<file path="src/hw/rtl/jit_pkg.sv">
// Shared types and constants of the job id table.
// No dependencies; imported by every module of the block.
package jit_pkg;

   // Default sizes
   localparam int TABLE_DEPTH_DEF = 16;
   localparam int MAX_JOB_ID_DEF  = 16;

   // Field widths
   localparam int PID_W = 22;
   localparam int JID_W = 5;
   localparam int RS_W  = 2;
   localparam int OP_W  = 3;

   // Request codes
   localparam logic [OP_W-1:0] OP_ADD        = 3'd0;
   localparam logic [OP_W-1:0] OP_DELETE     = 3'd1;
   localparam logic [OP_W-1:0] OP_LOOKUP_PID = 3'd2;
   localparam logic [OP_W-1:0] OP_LOOKUP_JID = 3'd3;
   localparam logic [OP_W-1:0] OP_FIND_FG    = 3'd4;

   // Run states
   localparam logic [RS_W-1:0] RS_FOREGROUND = 2'd1;

   typedef struct packed {
      logic [OP_W-1:0]  req_type;
      logic [PID_W-1:0] proc_id;
      logic [JID_W-1:0] job_number;
      logic [RS_W-1:0]  run_state;
   } jit_req_type;

   typedef struct packed {
      logic             hit;
      logic [PID_W-1:0] out_proc_id;
      logic [JID_W-1:0] out_job_number;
      logic [RS_W-1:0]  out_run_state;
   } jit_rsp_type;

   // One table entry; a zero process id marks a free slot
   typedef struct packed {
      logic [PID_W-1:0] proc_id;
      logic [JID_W-1:0] job_number;
      logic [RS_W-1:0]  run_state;
   } jit_entry_type;

endpackage

</file>
<file path="src/hw/rtl/jit_cell.sv">
// One slot of the table ring: holds an entry and passes it on when shifting.
// Depends on jit_pkg.
module jit_cell (
   input  logic                   clock,
   input  logic                   reset,
   input  logic                   shift_en,
   input  jit_pkg::jit_entry_type entry_d,
   output jit_pkg::jit_entry_type entry_q
);
   import jit_pkg::*;

   jit_entry_type entry_ff;
   jit_entry_type entry_in;

   // take the neighbour's entry while the ring turns
   assign entry_in = shift_en ? entry_d : entry_ff;

   always_ff @(posedge clock) begin
      if (reset) begin
         entry_ff <= '0;
      end else begin
         entry_ff <= entry_in;
      end
   end

   assign entry_q = entry_ff;

endmodule

</file>
<file path="src/hw/rtl/jit_ctrl.sv">
// Walk sequencer: turns the slot ring once per item, examines the head slot,
// rewrites it on add or delete, tracks the largest live job id and the next id.
// Depends on jit_pkg.
module jit_ctrl #(
   parameter int TABLE_DEPTH = jit_pkg::TABLE_DEPTH_DEF,
   parameter int MAX_JOB_ID  = jit_pkg::MAX_JOB_ID_DEF
) (
   input  logic                   clock,
   input  logic                   reset,
   input  logic                   req_valid,
   output logic                   req_ready,
   input  jit_pkg::jit_req_type   req_data,
   output logic                   rsp_valid,
   input  logic                   rsp_ready,
   output jit_pkg::jit_rsp_type   rsp_data,
   input  jit_pkg::jit_entry_type head,
   output jit_pkg::jit_entry_type wb,
   output logic                   shift_en
);
   import jit_pkg::*;

   localparam int IDX_W  = (TABLE_DEPTH > 1) ? $clog2(TABLE_DEPTH) : 1;
   localparam int NEXT_W = $clog2(MAX_JOB_ID + 1);
   localparam int CMP_W  = ((NEXT_W > JID_W) ? NEXT_W : JID_W) + 1;
   localparam logic [IDX_W-1:0] LAST_IDX = IDX_W'(TABLE_DEPTH - 1);
   localparam logic [CMP_W-1:0] MAX_EXT  = CMP_W'(MAX_JOB_ID);

   typedef enum logic [1:0] {ST_IDLE, ST_WALK, ST_DONE} state_type;

   state_type         state_ff, state_in;
   logic [IDX_W-1:0]  idx_ff, idx_in;
   jit_req_type       req_ff, req_in;
   logic              found_ff, found_in;
   jit_entry_type     match_ff, match_in;
   logic [JID_W-1:0]  max_ff, max_in;
   logic [NEXT_W-1:0] next_ff, next_in;
   logic              rsp_valid_ff, rsp_valid_in;
   jit_rsp_type       rsp_ff, rsp_in;

   logic [CMP_W-1:0]  next_ext;
   logic [CMP_W-1:0]  add_sum;
   logic [CMP_W-1:0]  del_sum;
   logic              pid_ok;
   logic              pid_eq;
   jit_entry_type     new_entry;

   assign next_ext = CMP_W'(next_ff);
   assign add_sum  = next_ext + CMP_W'(1);
   assign del_sum  = CMP_W'(max_ff) + CMP_W'(1);
   assign pid_ok   = (req_ff.proc_id != '0);
   assign pid_eq   = pid_ok && (head.proc_id == req_ff.proc_id);

   // entry written by an add
   always_comb begin
      new_entry.proc_id    = req_ff.proc_id;
      new_entry.job_number = next_ext[JID_W-1:0];
      new_entry.run_state  = req_ff.run_state;
   end

   // next-state logic
   always_comb begin
      state_in     = state_ff;
      idx_in       = idx_ff;
      req_in       = req_ff;
      found_in     = found_ff;
      match_in     = match_ff;
      max_in       = max_ff;
      next_in      = next_ff;
      rsp_valid_in = rsp_valid_ff && !rsp_ready;
      rsp_in       = rsp_ff;
      wb           = head;

      unique case (state_ff)
         ST_IDLE: begin
            if (req_valid) begin
               req_in   = req_data;
               idx_in   = '0;
               found_in = 1'b0;
               max_in   = '0;
               state_in = ST_WALK;
            end
         end
         ST_WALK: begin
            // first match only; head entry is rewritten on add or delete
            if (!found_ff) begin
               unique case (req_ff.req_type)
                  OP_ADD: begin
                     if (pid_ok && head.proc_id == '0) begin
                        wb       = new_entry;
                        found_in = 1'b1;
                        match_in = new_entry;
                     end
                  end
                  OP_DELETE: begin
                     if (pid_eq) begin
                        wb       = '0;
                        found_in = 1'b1;
                        match_in = head;
                     end
                  end
                  OP_LOOKUP_PID: begin
                     if (pid_eq) begin
                        found_in = 1'b1;
                        match_in = head;
                     end
                  end
                  OP_LOOKUP_JID: begin
                     if (req_ff.job_number != '0 &&
                         head.job_number == req_ff.job_number) begin
                        found_in = 1'b1;
                        match_in = head;
                     end
                  end
                  OP_FIND_FG: begin
                     if (head.run_state == RS_FOREGROUND) begin
                        found_in = 1'b1;
                        match_in = head;
                     end
                  end
                  default: ;
               endcase
            end
            // largest job id left in the table after this pass
            if (wb.job_number > max_ff) begin
               max_in = wb.job_number;
            end
            if (idx_ff == LAST_IDX) begin
               state_in = ST_DONE;
            end else begin
               idx_in = IDX_W'(idx_ff + 1'b1);
            end
         end
         ST_DONE: begin
            // hand the result over once the output register is free
            if (!rsp_valid_ff || rsp_ready) begin
               rsp_valid_in = 1'b1;
               if (found_ff) begin
                  rsp_in.hit            = 1'b1;
                  rsp_in.out_proc_id    = match_ff.proc_id;
                  rsp_in.out_job_number = match_ff.job_number;
                  rsp_in.out_run_state  = match_ff.run_state;
               end else begin
                  rsp_in = '0;
               end
               if (found_ff && req_ff.req_type == OP_ADD) begin
                  next_in = (add_sum > MAX_EXT) ? NEXT_W'(1) : add_sum[NEXT_W-1:0];
               end else if (found_ff && req_ff.req_type == OP_DELETE) begin
                  next_in = (del_sum > MAX_EXT) ? NEXT_W'(1) : del_sum[NEXT_W-1:0];
               end
               state_in = ST_IDLE;
            end
         end
         default: state_in = ST_IDLE;
      endcase
   end

   // state and registered outputs
   always_ff @(posedge clock) begin
      if (reset) begin
         state_ff     <= ST_IDLE;
         found_ff     <= 1'b0;
         next_ff      <= NEXT_W'(1);
         rsp_valid_ff <= 1'b0;
      end else begin
         state_ff     <= state_in;
         found_ff     <= found_in;
         next_ff      <= next_in;
         rsp_valid_ff <= rsp_valid_in;
      end
      idx_ff   <= idx_in;
      req_ff   <= req_in;
      match_ff <= match_in;
      max_ff   <= max_in;
      rsp_ff   <= rsp_in;
   end

   assign req_ready = (state_ff == ST_IDLE);
   assign shift_en  = (state_ff == ST_WALK);
   assign rsp_valid = rsp_valid_ff;
   assign rsp_data  = rsp_ff;

endmodule

</file>
<file path="src/hw/rtl/job_id_table_core.sv">
// Job id table: a ring of TABLE_DEPTH slot cells turned once per item.
// A request is accepted in the idle state and walked once through every slot at the ring head;
// its result is then registered, and the next request is taken only once the block is idle again.
// A result held back by rsp_ready does not stop the next walk; that item waits in its result
// state until the output register frees.
// Reset: synchronous; all slots free, next job id 1, no result pending.
module job_id_table_core #(
   parameter int TABLE_DEPTH = jit_pkg::TABLE_DEPTH_DEF,
   parameter int MAX_JOB_ID  = jit_pkg::MAX_JOB_ID_DEF
) (
   input  logic                 clock,
   input  logic                 reset,
   input  logic                 req_valid,
   output logic                 req_ready,
   input  jit_pkg::jit_req_type req_data,
   output logic                 rsp_valid,
   input  logic                 rsp_ready,
   output jit_pkg::jit_rsp_type rsp_data
);
   import jit_pkg::*;

   jit_entry_type cell_d [TABLE_DEPTH];
   jit_entry_type cell_q [TABLE_DEPTH];
   jit_entry_type wb;
   logic          shift_en;

   // slot ring: each cell takes its upper neighbour, the top takes the write-back
   for (genvar i = 0; i < TABLE_DEPTH; i++) begin : g_cell
      if (i == TABLE_DEPTH - 1) begin : g_top
         assign cell_d[i] = wb;
      end else begin : g_mid
         assign cell_d[i] = cell_q[i+1];
      end
      jit_cell u_cell (
         .clock    (clock),
         .reset    (reset),
         .shift_en (shift_en),
         .entry_d  (cell_d[i]),
         .entry_q  (cell_q[i])
      );
   end

   jit_ctrl #(
      .TABLE_DEPTH (TABLE_DEPTH),
      .MAX_JOB_ID  (MAX_JOB_ID)
   ) u_ctrl (
      .clock     (clock),
      .reset     (reset),
      .req_valid (req_valid),
      .req_ready (req_ready),
      .req_data  (req_data),
      .rsp_valid (rsp_valid),
      .rsp_ready (rsp_ready),
      .rsp_data  (rsp_data),
      .head      (cell_q[0]),
      .wb        (wb),
      .shift_en  (shift_en)
   );

endmodule

</file>
<file path="config.mk">
export PLATFORM = sky130hd
export DESIGN_NAME = job_id_table_core
export DESIGN_NICKNAME = d
export VERILOG_FILES = /design/src/hw/rtl/jit_pkg.sv /design/src/hw/rtl/jit_cell.sv /design/src/hw/rtl/jit_ctrl.sv /design/src/hw/rtl/job_id_table_core.sv
export SDC_FILE = /design/constraint.sdc
export NUM_CORES = 1
export LEC_CHECK = 0
export BUFFER_PORTS_ARGS = -buffer_cell sky130_fd_sc_hd__buf_2
export CAP_MARGIN = 20
export CELL_PAD_IN_SITES_DETAIL_PLACEMENT = 0
export CELL_PAD_IN_SITES_GLOBAL_PLACEMENT = 2
export CORE_ASPECT_RATIO = 0.5
export CORE_MARGIN = 4
export CORE_UTILIZATION = 25
export DETAILED_ROUTE_END_ITERATION = 7
export MAX_ROUTING_LAYER = met4
export PLACE_DENSITY = 0.65
export SYNTH_ARGS = -nofsm -noshare
export SYNTH_HDL_FRONTEND = slang
export SYNTH_HIERARCHICAL = 1
export SYNTH_SLANG_ARGS = --single-unit
</file>
<file path="constraint.sdc">
create_clock -name clock -period 4.47 [get_ports clock]
set_input_delay 0 -clock clock [delete_from_list [all_inputs] [get_ports clock]]
set_output_delay 0 -clock clock [all_outputs]
set_load 0.02 [all_outputs]
</file>
After elaboration in Yosys (flattened, before gate mapping). Index checks and enable logic that the tools add are counted.

Register bits after elaboration: 573. Output and inout port bits: 32. Input port bits: 36.

Eq/ne operators: 19. Mux-type cells: 35. $lt $le $gt $ge: 3. Bitwise gates (word level): 1. Add/sub/neg operators: 3. Reduce and logical (&&, ||, !) cells: 26.

Operators by type and width (count): 2-to-1 mux 29 bit (8); one-hot mux 29 bit (4 select lines) (1); one-hot mux 29 bit (2 select lines) (1); 2-to-1 mux 30 bit (1); 2-to-1 mux 5 bit (6); equality test 22 bit (1); zero test 22 bit (1); nonzero test 22 bit (1); != test 2 x 1 -> 1 bit (second input constant) (7); adder 5 x 1 -> 6 bit (second input constant) (2); greater-than comparator 6 x 5 -> 1 bit (second input constant) (2); AND reduction 3 bit (4); one-hot mux 5 bit (2 select lines) (1); 2-to-1 mux 1 bit (8); 2-to-1 mux 4 bit (2); one-hot mux 4 bit (2 select lines) (1); AND reduction 7 bit (1); equality test 3 x 2 -> 1 bit (second input constant) (2); logical AND 1 bit (6); 2-to-1 mux 2 bit (3); one-hot mux 2 bit (3 select lines) (1); AND reduction 2 bit (3); equality test 5 bit (1); greater-than comparator 5 bit (1); 18 further kinds (22).

Logic depth before layout (Yosys ltp).
Word-level depth: 9. Mapped depth: 13. Mapped depth without buffers: 13.

Hierarchy. The synthesis kept the hierarchy.

Modules (own cells, without submodules): jit_cell (area each 1032.2 um^2, cells each 93, instances 16); jit_ctrl (area each 5504.0 um^2, cells each 434, instances 1).

Worst setup path before layout. OpenSTA, ideal clock, no wires.

Path type: register -> register. From: reg g_cell[0].u_cell.entry_ff (netlist bit g_cell[0].u_cell/entry_q[14]). To: reg u_ctrl/match_ff[0] in the netlist's numbering (enable). Arrival time: 3.899 ns. Slack: 0.102 ns. Stages on the path, launching flop included: 7. Cells stage by stage: dfxtp_1 or4_4 nor3_4 o211ai_4 nor2b_1 a22o_1 a311oi_1.

Cells in the longest elaborated chain, start to end: 4. Elaborated cells on any way between the ends: 7.

RTL lines: start, declared (RTL line jit_cell.sv:12) `jit_entry_type entry_ff;`; start signal, assigned (RTL line jit_cell.sv:22) `entry_ff <= entry_in;`; equality test 22 bit or zero test 22 bit (tied branches) (RTL line jit_ctrl.sv:51, jit_ctrl.sv:88); logical AND 1 bit (on tied branches) (RTL line jit_ctrl.sv:51, jit_ctrl.sv:88); != test 2 x 1 -> 1 bit (no line); AND reduction 7 bit (no line) *; end signal, assigned (RTL line jit_ctrl.sv:172) `match_ff <= match_in;`; end, declared (RTL line jit_ctrl.sv:34) `jit_entry_type match_ff, match_in;`.

Mark *: on every way between the ends. The rest lies on a longest branch, timed or not. A chain may end at the register's enable or synchronous reset.

Worst setup path after layout.
From: reg u_ctrl.req_ff (netlist bit u_ctrl/new_entry[23]). To: reg u_ctrl.max_ff[3] (enable).

Cells in the longest elaborated chain, start to end: 9. Elaborated cells on any way between the ends: 12.

RTL lines: start, declared (RTL line jit_ctrl.sv:32) `jit_req_type req_ff, req_in;`; start signal, assigned (RTL line jit_ctrl.sv:171) `req_ff <= req_in;`; equality test 22 bit or nonzero test 22 bit (tied branches) (RTL line jit_ctrl.sv:51, jit_ctrl.sv:50); logical AND 1 bit (on tied branches) (RTL line jit_ctrl.sv:51, jit_ctrl.sv:88); 2-to-1 mux 29 bit (on tied branches) (RTL line jit_ctrl.sv:95, jit_ctrl.sv:88); one-hot mux 29 bit (2 select lines) * (RTL line jit_ctrl.sv:86) `unique case (req_ff.req_type)`; 2-to-1 mux 29 bit * (RTL line jit_ctrl.sv:85) `if (!found_ff) begin`; 2-to-1 mux 29 bit * (RTL line jit_ctrl.sv:73) `unique case (state_ff)`; greater-than comparator 5 bit * (RTL line jit_ctrl.sv:124) `if (wb.job_number > max_ff) begin`; != test 2 x 1 -> 1 bit (no line) *; AND reduction 3 bit (no line) *; end signal, assigned (RTL line jit_ctrl.sv:173) `max_ff <= max_in;`; end, declared (RTL line jit_ctrl.sv:35) `logic [JID_W-1:0] max_ff, max_in;`.

Mark *: on every way between the ends. The rest lies on a longest branch, timed or not. The select of a mux whose other input is x is not followed.

==> summary.txt <==
Timing
  – Setup TNS Final: 0 ns
  – Slew Viols, Final: 0
  – Tmin final: 3.93 ns
  – RSZ-0062 raised after global routing: no
  – Final Hold Viols: 0
  – Slew HR: 47.4%
  – Fmax: 255 MHz
  – Slew of the pin with the lowest slew margin: 0.789 ns
  – Post-Route Skew: 0.0266 ns
  – Final Cycle Share: 87.8%
  – Setup Viol. Count Final: 0

Power
  – PwrDens: 419 nW/um2
  – Peak VDD IR: 0.254 mV
  – P_leak: 9.77 nW
  – Power, Total: 10.7 mW

Synth
  – Post-synthesis sequential area ratio: 56.6%
  – Seq cells post-synth: 573
  – Area leader, netlist: dfxtp_1
  – Top_reg_cell synth: dfxtp_1
  – Top-count cell post-synth: nor2_1
  – Unique masters post-synth: 57
  – EDFF count, synth: 100
  – Synthesized netlist cell count: 1,922
  – Post-Syn Area: 22,000 um2
  – Top cell type's share of synthesized area: 43.0%
  – Synthesized area per cell: 11.5 um2
  – Top cells by count, synth: nor2_1 (483), dfxtp_1 (473), mux2i_1 (464)
  – Area contributors post-synth: dfxtp_1 (43%), mux2i_1 (21%), edfxtp_1 (14%), nor2_1 (8.2%), mux2_2 (1.5%)
  – Syn nets: 1,968
  – Syn. warnings: 6
  – Ys async rst share: 0%

Critical path
  – CP max stage delay: 0.58 ns
  – Worst R2R Setup Slack: 0.54 ns
  – Reg2reg start: u_ctrl/new_entry[23]$_DFFE_PP_
  – Cell Chain, Critical Path: xnor2_1 > nand4_1 > nor4_1 > a21boi_0 > o31ai_1 > nand2_1 > ha_1 > nor2b_1 > o21a_1 > o21ai_0 > nand2b_1 > a21oi_1 > o21ai_0
  – Arrival @ worst endpoint: 4.16 ns
  – Critical path startpoint: u_ctrl/new_entry[23]$_DFFE_PP_
  – Endpoint class of the critical path: flip-flop
  – Startpoint Class: flip-flop
  – WS Path Type: flip-flop to flip-flop
  – CP most frequent cell: o21ai_0
  – Crit Path Max Fanout: 5
  – Highest-delay cell along the critical path: o21ai_0
  – R2R depth: 13
  – Req. time, crit path: 4.70 ns
  – Reg2reg end: u_ctrl/max_ff[3]$_SDFFCE_PN0P_

Placement
  – Final GP Congestion: 0.769
  – Detailed Place HPWL: 26,200 um
  – IO buf count: 67

Worst hold path
  – Worst Hold Path EP: u_ctrl/new_entry[0]$_DFFE_PP_
  – Hold Path Stages: 2
  – Hold Startpoint: req_data[0]
  – Worst hold path type: input port to flip-flop

Detailed routing
  – DR pass1 iterations: 4
  – Drt total wl: 43,800 um
  – Via-to-Cell Ratio: 4.08
  – DR iter-0 viols: 770
  – Avg WL per Cell: 13.7 um
  – Routed Antenna Nets: 0
  – DRC Markers: 0
  – Vias post-DR: 13,100

Floorplanning
  – Core Box Area: 86,700 um2
  – Ports: 68
  – Die Wd: 428 um
  – FP Rows: 76
  – Die Area: 93,200 um2
  – Chip height: 218 um
  – Initial Util: 25.4%

Cells and area
  – Antenna cells: 0
  – Layout area overhead: 15.4%
  – Final nets: 2,032
  – Layout cells sized above 1: 11.4%

CTS
  – Root buffer cell: clkbuf_16
  – H-tree levels: 2
  – Num CTS Buffers: 57
  – Clock sinks: 573
  – CTS clk-pin slew, worst paths: 0.06 ns
  – CTS tree: done
  – Clock Latency Late Sink: 0.60 ns
  – Setup repair bufs after CTS: 0
  – CTS max path bufs: 3

Global route
  – GRT Util Overall: 9.61%
  – Largest net degree at the start of global routing: 142
  – Vias in the first global route: 12,700
  – First-pass GRT wire length: 71,300 um
  – Grt total ovfl: 0
  – Antenna violations before repair: 0

Status
  – Outcome: completed

Job
  – Max_cap viols: 0
cells in the final DEF (no fill, tap or decap), types with 29 or more instances in the layout:
cell type and n:
clkbuf_16 58, mux2_2 29, mux2i_1 464, dfxtp_1 473, and2_1 30, buf_2 66
nor2_1 483, dlygate4sd3_1 36, edfxtp_1 100
critical path: cells and delay by family, from the launching register on:
kind,cells,cell delay [ns]
AOI/OAI and AO/OA,6,1.59
and+or+nand+nor,5,0.99
DFF,1,0.44
adders and majority gates,1,0.30
xor gates and xnor gates,1,0.25
worst max-delay path by stage:
stage,slack [ns],endpoint,cells after the start
2_1_floorplan,0.10,u_ctrl/match_ff[0]$_DFFE_PP_,6
3_3_place_gp,0.60,u_ctrl/max_ff[1]$_SDFFCE_PN0P_,13
3_5_place_dp,0.54,u_ctrl/max_ff[0]$_SDFFCE_PN0P_,13
4_1_cts,0.46,u_ctrl/max_ff[0]$_SDFFCE_PN0P_,13
5_1_grt,0.04,u_ctrl/max_ff[4]$_SDFFCE_PN0P_,13
6_report,0.54,u_ctrl/max_ff[3]$_SDFFCE_PN0P_,13
per-stage QoR:
step	cells	area, um2	hold WS, ns	setup slack (ns)	utilization [%]
floorplan	1922	22000	0.0989	0.102	-
global placement	3061	23200	0.180	0.600	26.7
detailed placement	3061	23200	0.178	0.538	26.7
CTS	3203	25400	0.0684	0.464	29.3
global route	3203	25400	0.0920	0.0384	29.3
finish	3203	25400	0.123	0.544	29.3
area by class of cell:
| type | count | area [um2] |
|---|---|---|
| clock buffers | 94 | 1770 |
| fillers | 8919 | 61300 |
| clock inverters | 12 | 126 |
| multi-input cells | 1225 | 8600 |
| inverters | 6 | 30.0 |
| flip-flops and latches | 573 | 12500 |
| repair buffers | 123 | 956 |
| well taps | 1170 | 1460 |
power by group:
part	total, mW	internal, mW	switching (mW)
combinational	0.545	0.225	0.319
clock	4.79	2.81	1.99
sequential	5.32	5.29	0.0328
total	10.7	8.32	2.34
metal layers:
metal / up-vias / global-route usage, % / share of wire, %
met5: - / - / 0
met4: 0 / 2.79 / 2.4
met3: 72 / 1.91 / 3.4
met2: 132 / 14.7 / 45
met1: 6114 / 12.9 / 50
li1: 6756 / - / -
sequential cells by signal (all words and copies together), names as in the netlist:
register               count
u_ctrl/rsp_data           30
u_ctrl/max_ff              5
u_ctrl/new_entry          24
u_ctrl/req_ff              8
u_ctrl/found_ff            1
u_ctrl/idx_ff              4
u_ctrl/next_ff             5
u_ctrl/state_ff            2
u_ctrl/rsp_valid           1
u_ctrl/match_ff           29
g_cell.u_cell/entry_q    464
cells by family after synthesis:
family,count (synthesis),share of synthesized area (%)
AO/OA/AOI/OAI,80,2.80
flip-flops,573,56.6
multiplexers,493,22.6
buffers and inverters,124,4.43
XOR/XNOR,34,1.35
AND/OR/NAND/NOR,608,11.6
adder cells (fa/ha/maj),10,0.568
what timing repair did:
item | in CTS | in global routing
resized for setup | 0 | 0
endpoints found under the hold margin | 124 | 0
hold buffers | 36 | 0
Power figures use the tool's default switching activity.
